===== src/offset_journal_buffer_assert.svh =====
// Assertion macros used by the offset journal buffer datapath.
`ifndef OFFSET_JOURNAL_BUFFER_ASSERT_SVH
`define OFFSET_JOURNAL_BUFFER_ASSERT_SVH
`ifndef SYNTHESIS
// Condition that must hold at every clock edge outside reset.
`define OJB_ASSERT(lbl, cond, msg) \
	lbl: assert property (@(posedge clk) disable iff (!arst_n) (cond)) else $error(msg);
// Consequence that must hold in the cycle after the antecedent.
`define OJB_ASSERT_NEXT(lbl, ante, cons, msg) \
	lbl: assert property (@(posedge clk) disable iff (!arst_n) (ante) |=> (cons)) \
		else $error(msg);
`else
`define OJB_ASSERT(lbl, cond, msg)
`define OJB_ASSERT_NEXT(lbl, ante, cons, msg)
`endif
`endif


===== src/ojb_pkg.sv =====
// Shared types and constants of the offset journal buffer.
package ojb_pkg;

	localparam int STORE_DEPTH   = 4096;
	localparam int ADDR_BITS     = $clog2(STORE_DEPTH);
	localparam int READ_LIMIT    = 64;
	localparam int OFFSET_BITS   = 48;
	localparam int CAP_BITS      = 13;
	localparam int MAX_BITS      = 7;
	localparam int CNT_BITS      = $clog2(READ_LIMIT + 1);
	localparam int CFG_DATA_BITS = 48;
	localparam int CFG_IDX_BITS  = 1;

	localparam logic [CAP_BITS-1:0] CAP_RESET = CAP_BITS'(STORE_DEPTH);

	// Request codes carried by req_type.
	typedef enum logic [1:0] {
		REQ_APPEND  = 2'd0,
		REQ_READ    = 2'd1,
		REQ_DELIVER = 2'd2,
		REQ_ACK     = 2'd3
	} req_t;

	// Configuration register indexes.
	typedef enum logic [CFG_IDX_BITS-1:0] {
		CFG_CAPACITY  = 1'b0,
		CFG_SEQ_LIMIT = 1'b1
	} cfg_idx_t;

	// Commands from the controller to the datapath.
	typedef struct packed {
		logic capture;
		logic calc;
		logic decide;
		logic stream;
	} ojb_cmd_t;

	// Status from the datapath to the controller.
	typedef struct packed {
		logic stream_req;
		logic stream_done;
	} ojb_stat_t;

endpackage


===== src/ojb_ctrl.sv =====
// Controller state machine of the offset journal buffer.
module ojb_ctrl
	import ojb_pkg::*;
(
	input  logic      clk,
	input  logic      arst_n,
	input  logic      start,
	input  ojb_stat_t stat,
	output ojb_cmd_t  cmd,
	output logic      busy
);

	typedef enum logic [3:0] {
		ST_IDLE   = 4'b0001,
		ST_CALC   = 4'b0010,
		ST_DECIDE = 4'b0100,
		ST_READ   = 4'b1000
	} state_t;

	state_t state_q;
	state_t state_next;

	// Next state: one item at a time, reads stay in ST_READ until the last byte is issued.
	always_comb begin
		state_next = state_q;
		unique case (state_q)
			ST_IDLE:   if (start) state_next = ST_CALC;
			ST_CALC:   state_next = ST_DECIDE;
			ST_DECIDE: state_next = stat.stream_req ? ST_READ : ST_IDLE;
			ST_READ:   if (stat.stream_done) state_next = ST_IDLE;
			default:   state_next = ST_IDLE;
		endcase
	end

	always_ff @(posedge clk or negedge arst_n) begin
		if (!arst_n) begin
			state_q <= ST_IDLE;
		end else begin
			state_q <= state_next;
		end
	end

	// Commands to the datapath follow the state directly.
	always_comb begin
		cmd.capture = (state_q == ST_IDLE) && start;
		cmd.calc    = (state_q == ST_CALC);
		cmd.decide  = (state_q == ST_DECIDE);
		cmd.stream  = (state_q == ST_READ);
	end

	assign busy = (state_q != ST_IDLE);

endmodule


===== config.mk =====
export PLATFORM = sky130hd
export DESIGN_NAME = ojb_ctrl
export DESIGN_NICKNAME = d
export VERILOG_FILES = /design/src/offset_journal_buffer_assert.svh /design/src/ojb_pkg.sv /design/src/ojb_ctrl.sv
export SDC_FILE = /design/constraint.sdc
export NUM_CORES = 1
export LEC_CHECK = 0
export BUFFER_PORTS_ARGS = -buffer_cell sky130_fd_sc_hd__buf_2
export CORE_AREA = 2 2 39 41
export CTS_CLUSTER_DIAMETER = 150
export DETAILED_ROUTE_END_ITERATION = 8
export DIE_AREA = 0 0 41 43
export PLACE_DENSITY = 0.42
export SLEW_MARGIN = 25
export SYNTH_ARGS = -nofsm -noshare
export SYNTH_HDL_FRONTEND = slang
export SYNTH_SLANG_ARGS = --single-unit

===== constraint.sdc =====
create_clock -name clk -period 1.2 [get_ports clk]
set_input_delay 0.06 -clock clk [delete_from_list [all_inputs] [get_ports clk]]
set_output_delay 0.06 -clock clk [all_outputs]
set_load 0.02 [all_outputs]

==> results of run 1 <==
[metal layers]
layer | track usage [%] | part of all wire, %
met5 | 0 | 0
met1 | 9.12 | 39
met3 | 3.14 | 8.7
met4 | 6.00 | 0
met2 | 14.1 | 52
[power by group through the flow]
stage / Combinational (uW) / Clock, uW / Sequential [uW]
2_1_floorplan: 182 / 0 / 233
3_3_place_gp: 331 / 0 / 200
3_5_place_dp: 348 / 0 / 203
4_1_cts: 520 / 188 / 205
5_1_grt: 618 / 199 / 212
6_report: 587 / 181 / 207
[path summary, 6_finish.rpt]
check	endpoint	startpoint	slack, ns	cells past startpoint
min in group asynchronous	state_q[2]$_DFFE_PN0P_	arst_n	0.16	2
hold / removal	state_q[1]$_DFFE_PN0P_	start	0.11	3
max in group asynchronous	state_q[0]$_DFFE_PN1P_	arst_n	0.83	2
setup / recovery	cmd[3]	state_q[0]$_DFFE_PN1P_	-0.34	3
setup reg to reg	state_q[0]$_DFFE_PN1P_	state_q[0]$_DFFE_PN1P_	-0.32	6
hold reg to reg	state_q[3]$_DFFE_PN0P_	state_q[1]$_DFFE_PN0P_	0.59	2
[worst max-delay path: stages, from the launching register on]
cell and delay (ns):
dfstp_2 0.52, or4b_4 0.49, nor2_4 0.12, buf_6 0.12
[Yosys cell counts]
cell type  n
or3b_1     1
nor2_2     1
nor2_1     1
a211oi_2   1
nor4b_1    4
nand3b_1   1
dfstp_2    1
inv_1      1
dfrtp_1    3
nor3_1     1
or4b_4     1
[stage by stage]
step           hold WS, ns  TNS, ns  setup WS, ns  power, uW  std cells
2_1_floorplan       -0.236   -0.531        -0.245        416         16
3_3_place_gp        -0.138   -0.150        -0.104        531         45
3_5_place_dp        -0.134   -0.227        -0.131        551         45
4_1_cts              0.109    -1.14        -0.350        913         54
5_1_grt              0.127    -1.54        -0.381       1030         55
6_report             0.113    -1.23        -0.343        976         55
[what timing repair did]
action | 4_1_cts | 5_1_grt
endpoints found under the hold margin | 4 | 0
pin swaps | 3 | 2
hold buffers | 1 | 0
setup endpoints to repair | 6 | 7
setup buffers | 4 | 2
cloned | 0 | 0
gates resized for setup | 13 | 5
[final cells by class]
type,count,area (um^2),area share (%)
sequential,4,101,22.2
timing repair buffer,19,155,34.0
multi-input combinational,11,150,32.9
tap,16,20.0,4.38
inverter,1,3.75,0.822
clock buffer,4,26.3,5.75
[kinds of logic after synthesis]
group                  after synthesis  share of synthesized area [%]
buffers and inverters                1                           1.90
AND/OR/NAND/NOR                     10                           40.5
AO/OA/AOI/OAI                        1                           6.33
flip-flops                           4                           51.3
==> metrics, run 1 <==
Synth area leader=dfrtp_1; via count=216; vias in the first global route=260; fillers=145; Util after Layout=33.0%; Worst EP required=1.14 ns; Synth area leaders=dfrtp_1, nor4b_1, dfstp_2, or4b_4, a211oi_2; initial antenna violation count=0; Fmax=0.648 GHz; TritonCTS sink count=4; synth warn=0; num rows=14; DP HPWL=386 um; Post-Syn Nets=21; CP Class=flop to output port; GP Congestion=0.584; nets@finish=45; root buffer cell=clkbuf_4; final setup fails=7; Least-Margin Pin Slew=0.311 ns; routed len/inst=11.5 um; Routed WL=630 um; sw frac=36.6%; Die W=41 um; Yosys top cell area share=38.0%; crit path time final=1.54 ns; share of cells above drive strength 1=76.9%; commonest non-fill, non-tap cell in the layout=buf_4; Hold Path Class=input pin to flop; core area=1380 um^2; Die ar.=1760 um^2; I/O Pins=10; htree depth=1; CP Capture Type=output port; Final Hold Fails=0; NetSw=357 uW; TritonCTS clock tree=yes; sequential area share after synthesis=51.3%; Worst-path clk slew=0.04 ns; Synth Register Bits=4; total grt overflow=0; failing checks=setup timing; total CTS buffers=3; Worst Path Max Fanout=3; MaxCap Viol Count=0; leakage power=0.000193 uW; Tcrit/Tclk final=129%; Slew Limit Fails=0; clk_skew=0.00474 ns; DRT iter0 DRCs=2; Buffers on Ports=9; Via density=3.93; Antenna Nets Post-Route=0; largest register by flop count=state_q; Seq pwr share=21.3%; Ant. Diodes=0; Comb pwr share=60.2%; gr usage total=8.87%; worst vdd ir=1.13 mV; drt pass-1 iters=3; overall die height=43 um; placed instance area=304 um^2; DRC=0; Arrival @ worst endpoint=1.48 ns; initial core utilization=14.3%; CTS max path bufs=2; top flop regs=state_q x4; Cell variety after synth=11; Rel. slew slack=79.0%; internal power=618 uW; synth-to-layout area growth=131%; Clock Latency Late Sink=0.23 ns; Cell Area, Synth=198 um^2; first-pass GRT wire length=979 um; status=finished, violations left; type of origin of the critical path=flop; most frequent cells in the layout=buf_4, buf_6, buf_2; RSZ-0062 raised after global routing=yes; Final WS setup=-0.343 ns; max reg flops=4; Finished Cell Area=457 um^2; Post-Syn Instances=16; Clk pwr share=18.5%; cell area power density=2140 nW/um^2; largest net degree at the start of global routing=6; Mean Syn Cell Area=12.4 um^2
(Power assumes the default switching activity.)
==> inputs of run 2 (changes only) <==
--- a/constraint.sdc
+++ b/constraint.sdc
@@ -3,2 +3,2 @@
 set_output_delay 0.06 -clock clk [all_outputs]
-set_load 0.02 [all_outputs]
+set_load 0.01 [all_outputs]
==> run 2 against run 1 <==
Net effect:
- the flow still finishes with violations (setup timing)
- maximum frequency increased by 0.87%
- clock skew decreased by 0.00089 ns
- via count is 0.93% higher
- design area decreased by 5.5%
- largest cell class is now multi-input gates
==> metrics, run 2 (synthesis results as in run 1) <==
Worst EP required=1.14 ns (about the same); DRC=0 (unchanged); Rel. slew slack=85.5% (was 79.0%); total CTS buffers=3 (unchanged); share of cells above drive strength 1=78.4% (was 76.9%); initial core utilization=14.3% (unchanged); Storage cell area=104 um^2 (was 101 um^2); nets@finish=43 (was 45); vias in the first global route=219 (was 260); top flop regs=state_q x4 (unchanged); crit path max-delay cell type=dfstp_2 (unchanged); cell area power density=1970 nW/um^2 (was 2140 nW/um^2); initial antenna violation count=0 (unchanged); Fmax=0.654 GHz (was 0.648 GHz); CP Capture Type=output port (unchanged); largest register by flop count=state_q (unchanged); GP Congestion=0.575 (was 0.584); Util after Layout=31.2% (was 33.0%); worst vdd ir=0.687 mV (was 1.13 mV); gr usage total=8.17% (was 8.87%); synth-to-layout area growth=118% (was 131%); Final WS setup=-0.330 ns (was -0.343 ns); via count=218 (was 216); Slew Limit Fails=0 (unchanged); largest net degree at the start of global routing=6 (unchanged); CP Class=flop to output port (unchanged); root buffer cell=clkbuf_4 (unchanged); Least-Margin Pin Slew=0.215 ns (was 0.311 ns); overall die height=43 um (unchanged); Tcrit/Tclk final=128% (was 129%); leakage power=0.000180 uW (was 0.000193 uW); worst-path cell chain=or4b_4 -> nor2_4 -> buf_6 (unchanged); routed len/inst=12.5 um (was 11.5 um); total grt overflow=0 (unchanged); CTS max path bufs=2 (unchanged); max reg flops=4 (unchanged); most frequent cells in the layout=buf_2, buf_6, buf_4 (was buf_4, buf_6, buf_2); fillers=156 (was 145); clk_skew=0.00384 ns (was 0.00474 ns); Worst Path Max Fanout=3 (unchanged); commonest non-fill, non-tap cell in the layout=buf_2 (was buf_4); hold_ws=0.0978 ns (was 0.113 ns); TritonCTS sink count=4 (unchanged); DP HPWL=390 um (was 386 um); Arrival @ worst endpoint=1.47 ns (was 1.48 ns); Die W=41 um (unchanged); Routed WL=662 um (was 630 um); type of origin of the critical path=flop (unchanged); core area=1380 um^2 (unchanged); Hold Path Class=input pin to flop (unchanged); TritonCTS clock tree=yes (unchanged); Via density=4.11 (was 3.93); RSZ-0062 raised after global routing=yes (unchanged); failing checks=setup timing (unchanged); Worst-path clk slew=0.04 ns (about the same); htree depth=1 (unchanged); drt pass-1 iters=2 (was 3); DRT iter0 DRCs=2 (unchanged); final setup fails=7 (unchanged); Setup WS pre-CTS=-0.0947 ns (was -0.131 ns); MaxCap Viol Count=0 (unchanged); Antenna Nets Post-Route=0 (unchanged); Final Hold Fails=0 (unchanged); reg-to-reg slack, setup=-0.08 ns (was -0.32 ns); Ant. Diodes=0 (unchanged); crit-path max cell delay=0.51 ns (was 0.52 ns); Buffers on Ports=9 (unchanged); first-pass GRT wire length=945 um (was 979 um); I/O Pins=10 (unchanged); Die ar.=1760 um^2 (unchanged); num rows=14 (unchanged); multi-input logic area=153 um^2 (was 150 um^2); crit path time final=1.53 ns (was 1.54 ns); status=finished, violations left (unchanged); Clock Latency Late Sink=0.24 ns (was 0.23 ns)
==> run 2: changes by cell type in the layout (fill, tap and decap cells not counted) <==
| cell | delta |
|---|---|
| buf_2 | +3 |
| buf_4 | -3 |
| buf_6 | -2 |
| dfrtp_1 | -2 |
| dfrtp_2 | +2 |
| a211oi_2 | -1 |
| a211oi_4 | +1 |
| nor2_1 | +1 |
| nor2_2 | -1 |
| nor3_1 | +1 |
| nor3_2 | -1 |
| or3b_1 | -1 |
| or3b_4 | +1 |
==> run 2: path summary, 6_finish.rpt <==
kind | startpoint | endpoint | depth (start not counted)
min in group asynchronous | arst_n | state_q[1]$_DFFE_PN0P_ | 2
max in group asynchronous | arst_n | state_q[0]$_DFFE_PN1P_ | 2
hold reg to reg | state_q[1]$_DFFE_PN0P_ | state_q[1]$_DFFE_PN0P_ | 2
setup / recovery | state_q[0]$_DFFE_PN1P_ | cmd[3] | 3
hold / removal | start | state_q[1]$_DFFE_PN0P_ | 3
setup reg to reg | state_q[2]$_DFFE_PN0P_ | state_q[0]$_DFFE_PN1P_ | 3
==> run 2: metal layers <==
metal  wire (um)  up-vias  global-route usage, %
met5           0        -                      0
met4           0        0                   8.00
met3          45        0                   1.57
met2         358       10                   10.6
met1         257      104                   10.4
li1            -      104                      -
==> run 2: final cells by class <==
class | instances | area share [%]
Multi-Input combinational cell | 11 | 35.4
Timing Repair Buffer | 17 | 29.0
Sequential cell | 4 | 24.1
Clock buffer | 4 | 6.09
Tap cell | 16 | 4.64
Inverter | 1 | 0.870
==> run 2: power by group <==
group / internal [uW] / leakage (uW) / switching, uW / total (uW)
sequential: 184 / 0.0000479 / 25.1 / 209
clock: 125 / 0.0000150 / 60.0 / 185
combinational: 233 / 0.000117 / 222 / 455
total: 542 / 0.000180 / 307 / 849
==> run 2: per-stage QoR <==
step	area (um^2)	instances	power, uW	TNS (ns)
3_3_place_gp	298	45	488	-0.0979
3_5_place_dp	298	45	502	-0.172
4_1_cts	373	50	766	-0.874
5_1_grt	432	53	909	-1.50
6_report	432	53	849	-1.13
2_1_floorplan	203	16	371	-0.235
==> run 2: worst max-delay path, delay by kind of cell (launching register included) <==
kind / cells / cell delay, ns
DFF: 1 / 0.51
buffers and inverters: 1 / 0.11
and+or+nand+nor: 2 / 0.62
==> run 2: repair_timing <==
item / 4_1_cts / 5_1_grt
setup buffers: 0 / 3
pin swaps: 2 / 2
endpoints found under the setup margin: 7 / 7
resized for setup: 7 / 7
hold buffers: 1 / 0
hold endpoints to repair: 4 / 0
==> inputs of run 3 (changes only) <==
Settings changed: CAP_MARGIN set to 30, PLACE_DENSITY 0.42 to 0.41.
Clock period 1.2 ns to 1.6 ns, I/O delays scaled along.
==> run 3 against run 2 <==
Net effect:
- the run now ends clean
- non-clock buffer count down 5
- largest power group unchanged
- clock skew up 0.0037 ns
- die area is the same
- cell count fell by 9.4%
==> metrics, run 3 (synthesis results as in run 1) <==
drt pass-1 iters=4 (was 2); routed len/inst=9.21 um (was 12.5 um); Clock Latency Late Sink=0.24 ns (about the same); Worst-path clk slew=0.04 ns (about the same); I/O Pins=10 (unchanged); via count=182 (was 218); TritonCTS sink count=4 (unchanged); Slew Limit Fails=0 (unchanged); Rel. slew slack=73.0% (was 85.5%); Antenna Nets Post-Route=0 (unchanged); max reg flops=4 (unchanged); CP Class=flop to output port (unchanged); Fmax=0.648 GHz; top flop regs=state_q x4 (unchanged); worst vdd ir=0.532 mV (was 0.687 mV); synth-to-layout area growth=64.6% (was 118%); status=finished clean (was finished, violations left); htree depth=1 (unchanged); CP Capture Type=output port (unchanged); initial core utilization=14.3% (unchanged); Arrival @ worst endpoint=1.46 ns (was 1.47 ns); Via density=3.79 (was 4.11); leakage power=0.000146 uW (was 0.000180 uW); num rows=14 (unchanged); GP Congestion=0.576 (was 0.575); Hold Path Class=input pin to flop (unchanged); commonest non-fill, non-tap cell in the layout=buf_2 (unchanged); Worst EP required=1.52 ns (was 1.14 ns); Min-Delay Startpoint=start (unchanged); clk_skew=0.00752 ns (was 0.00384 ns); Die ar.=1760 um^2 (unchanged); largest net degree at the start of global routing=8 (was 6); Buffers on Ports=9 (unchanged); Least-Margin Pin Slew=0.399 ns (was 0.215 ns); root buffer cell=clkbuf_4 (unchanged); final setup fails=0 (was 7); overall die height=43 um (unchanged); nets@finish=38 (was 43); Tcrit/Tclk final=96.4%; fillers=150 (was 156); first-pass GRT wire length=738 um (was 945 um); TNS Setup=0 ns (was -1.13 ns); Die W=41 um (unchanged); TritonCTS clock tree=yes (unchanged); RSZ-0062 raised after global routing=no (was yes); total CTS buffers=3 (unchanged); core area=1380 um^2 (unchanged); hold_ws=0.110 ns (was 0.0978 ns); share of cells above drive strength 1=56.3% (was 78.4%); vias in the first global route=203 (was 219); initial antenna violation count=0 (unchanged); crit path time final=1.54 ns; MaxCap Viol Count=0 (unchanged); worst r2r src=state_q[0]$_DFFE_PN1P_ (was state_q[2]$_DFFE_PN0P_); Worst Setup SP=state_q[0]$_DFFE_PN1P_ (unchanged); type of origin of the critical path=flop (unchanged); Final Hold Fails=0 (unchanged); Ant. Diodes=0 (unchanged); most frequent cells in the layout=buf_2, nor4b_1, clkbuf_4, dfrtp_1, buf_4 (was buf_2, buf_6, buf_4); cell area power density=1580 nW/um^2 (was 1970 nW/um^2); Routed WL=442 um (was 662 um); Worst Path Max Fanout=3 (unchanged); DRT iter0 DRCs=4 (was 2); gr usage total=6.75% (was 8.17%); Util after Layout=23.5% (was 31.2%); DRC=0 (unchanged); largest register by flop count=state_q (unchanged); CTS max path bufs=2 (unchanged); total grt overflow=0 (unchanged)
-- run 3: cell count changes in the layout (fill, tap and decap cells not counted), sizes merged --
cell,previous run,this run
buf,16,11
-- run 3: power by group --
part / switching (uW) / internal (uW) / leakage [uW]
clock network: 43.7 / 93.7 / 0.0000150
logic: 103 / 116 / 0.0000799
registers: 21.0 / 137 / 0.0000511
total: 168 / 346 / 0.000146
-- run 3: per-stage QoR --
stage	power (uW)	setup slack (ns)	cell area, um^2	cells
finish	514	0.0576	325	48
global placement	321	0.229	263	41
CTS	488	0.0148	307	47
detailed placement	324	0.210	263	41
global route	551	0.00799	325	48
floorplan	269	0.210	198	16
-- run 3: repair_timing --
action	CTS	global route
endpoints found under the hold margin	4	0
hold buffers	1	0
resized for setup	0	2
setup buffers	1	1
setup endpoints to repair	1	1
-- run 3: routing by layer --
| metal | routed length (um) | GRT usage [%] |
|---|---|---|
| met5 | 0 | 0 |
| met2 | 174 | 7.81 |
| met3 | 49 | 1.57 |
| met4 | 15 | 10.0 |
| met1 | 203 | 7.79 |
-- run 3: final timing paths --
| path | end | slack, ns | depth (start not counted) |
|---|---|---|---|
| worst max-delay path | cmd[3] | 0.06 | 3 |
| worst min-delay path | state_q[1]$_DFFE_PN0P_ | 0.11 | 3 |
| worst max register to register | state_q[0]$_DFFE_PN1P_ | 0.33 | 3 |
| worst min register to register | state_q[3]$_DFFE_PN0P_ | 0.55 | 2 |
| max in group asynchronous | state_q[0]$_DFFE_PN1P_ | 1.23 | 2 |
| min in group asynchronous | state_q[3]$_DFFE_PN0P_ | 0.16 | 2 |
-- run 3: layout make-up --
| type | instances | area [um^2] | area share [%] |
|---|---|---|---|
| Tap cell | 16 | 20.0 | 6.15 |
| Inverter | 1 | 3.75 | 1.15 |
| Sequential cell | 4 | 101 | 31.2 |
| Multi-Input combinational cell | 11 | 97.6 | 30.0 |
| Clock buffer | 4 | 26.3 | 8.08 |
| Timing Repair Buffer | 12 | 76.3 | 23.5 |
-- run 3: worst max-delay path, cell delays in order, from the launching register on --
cell	delay, ns
dfstp_2	0.52
or4b_4	0.49
nor2_4	0.11
buf_6	0.11
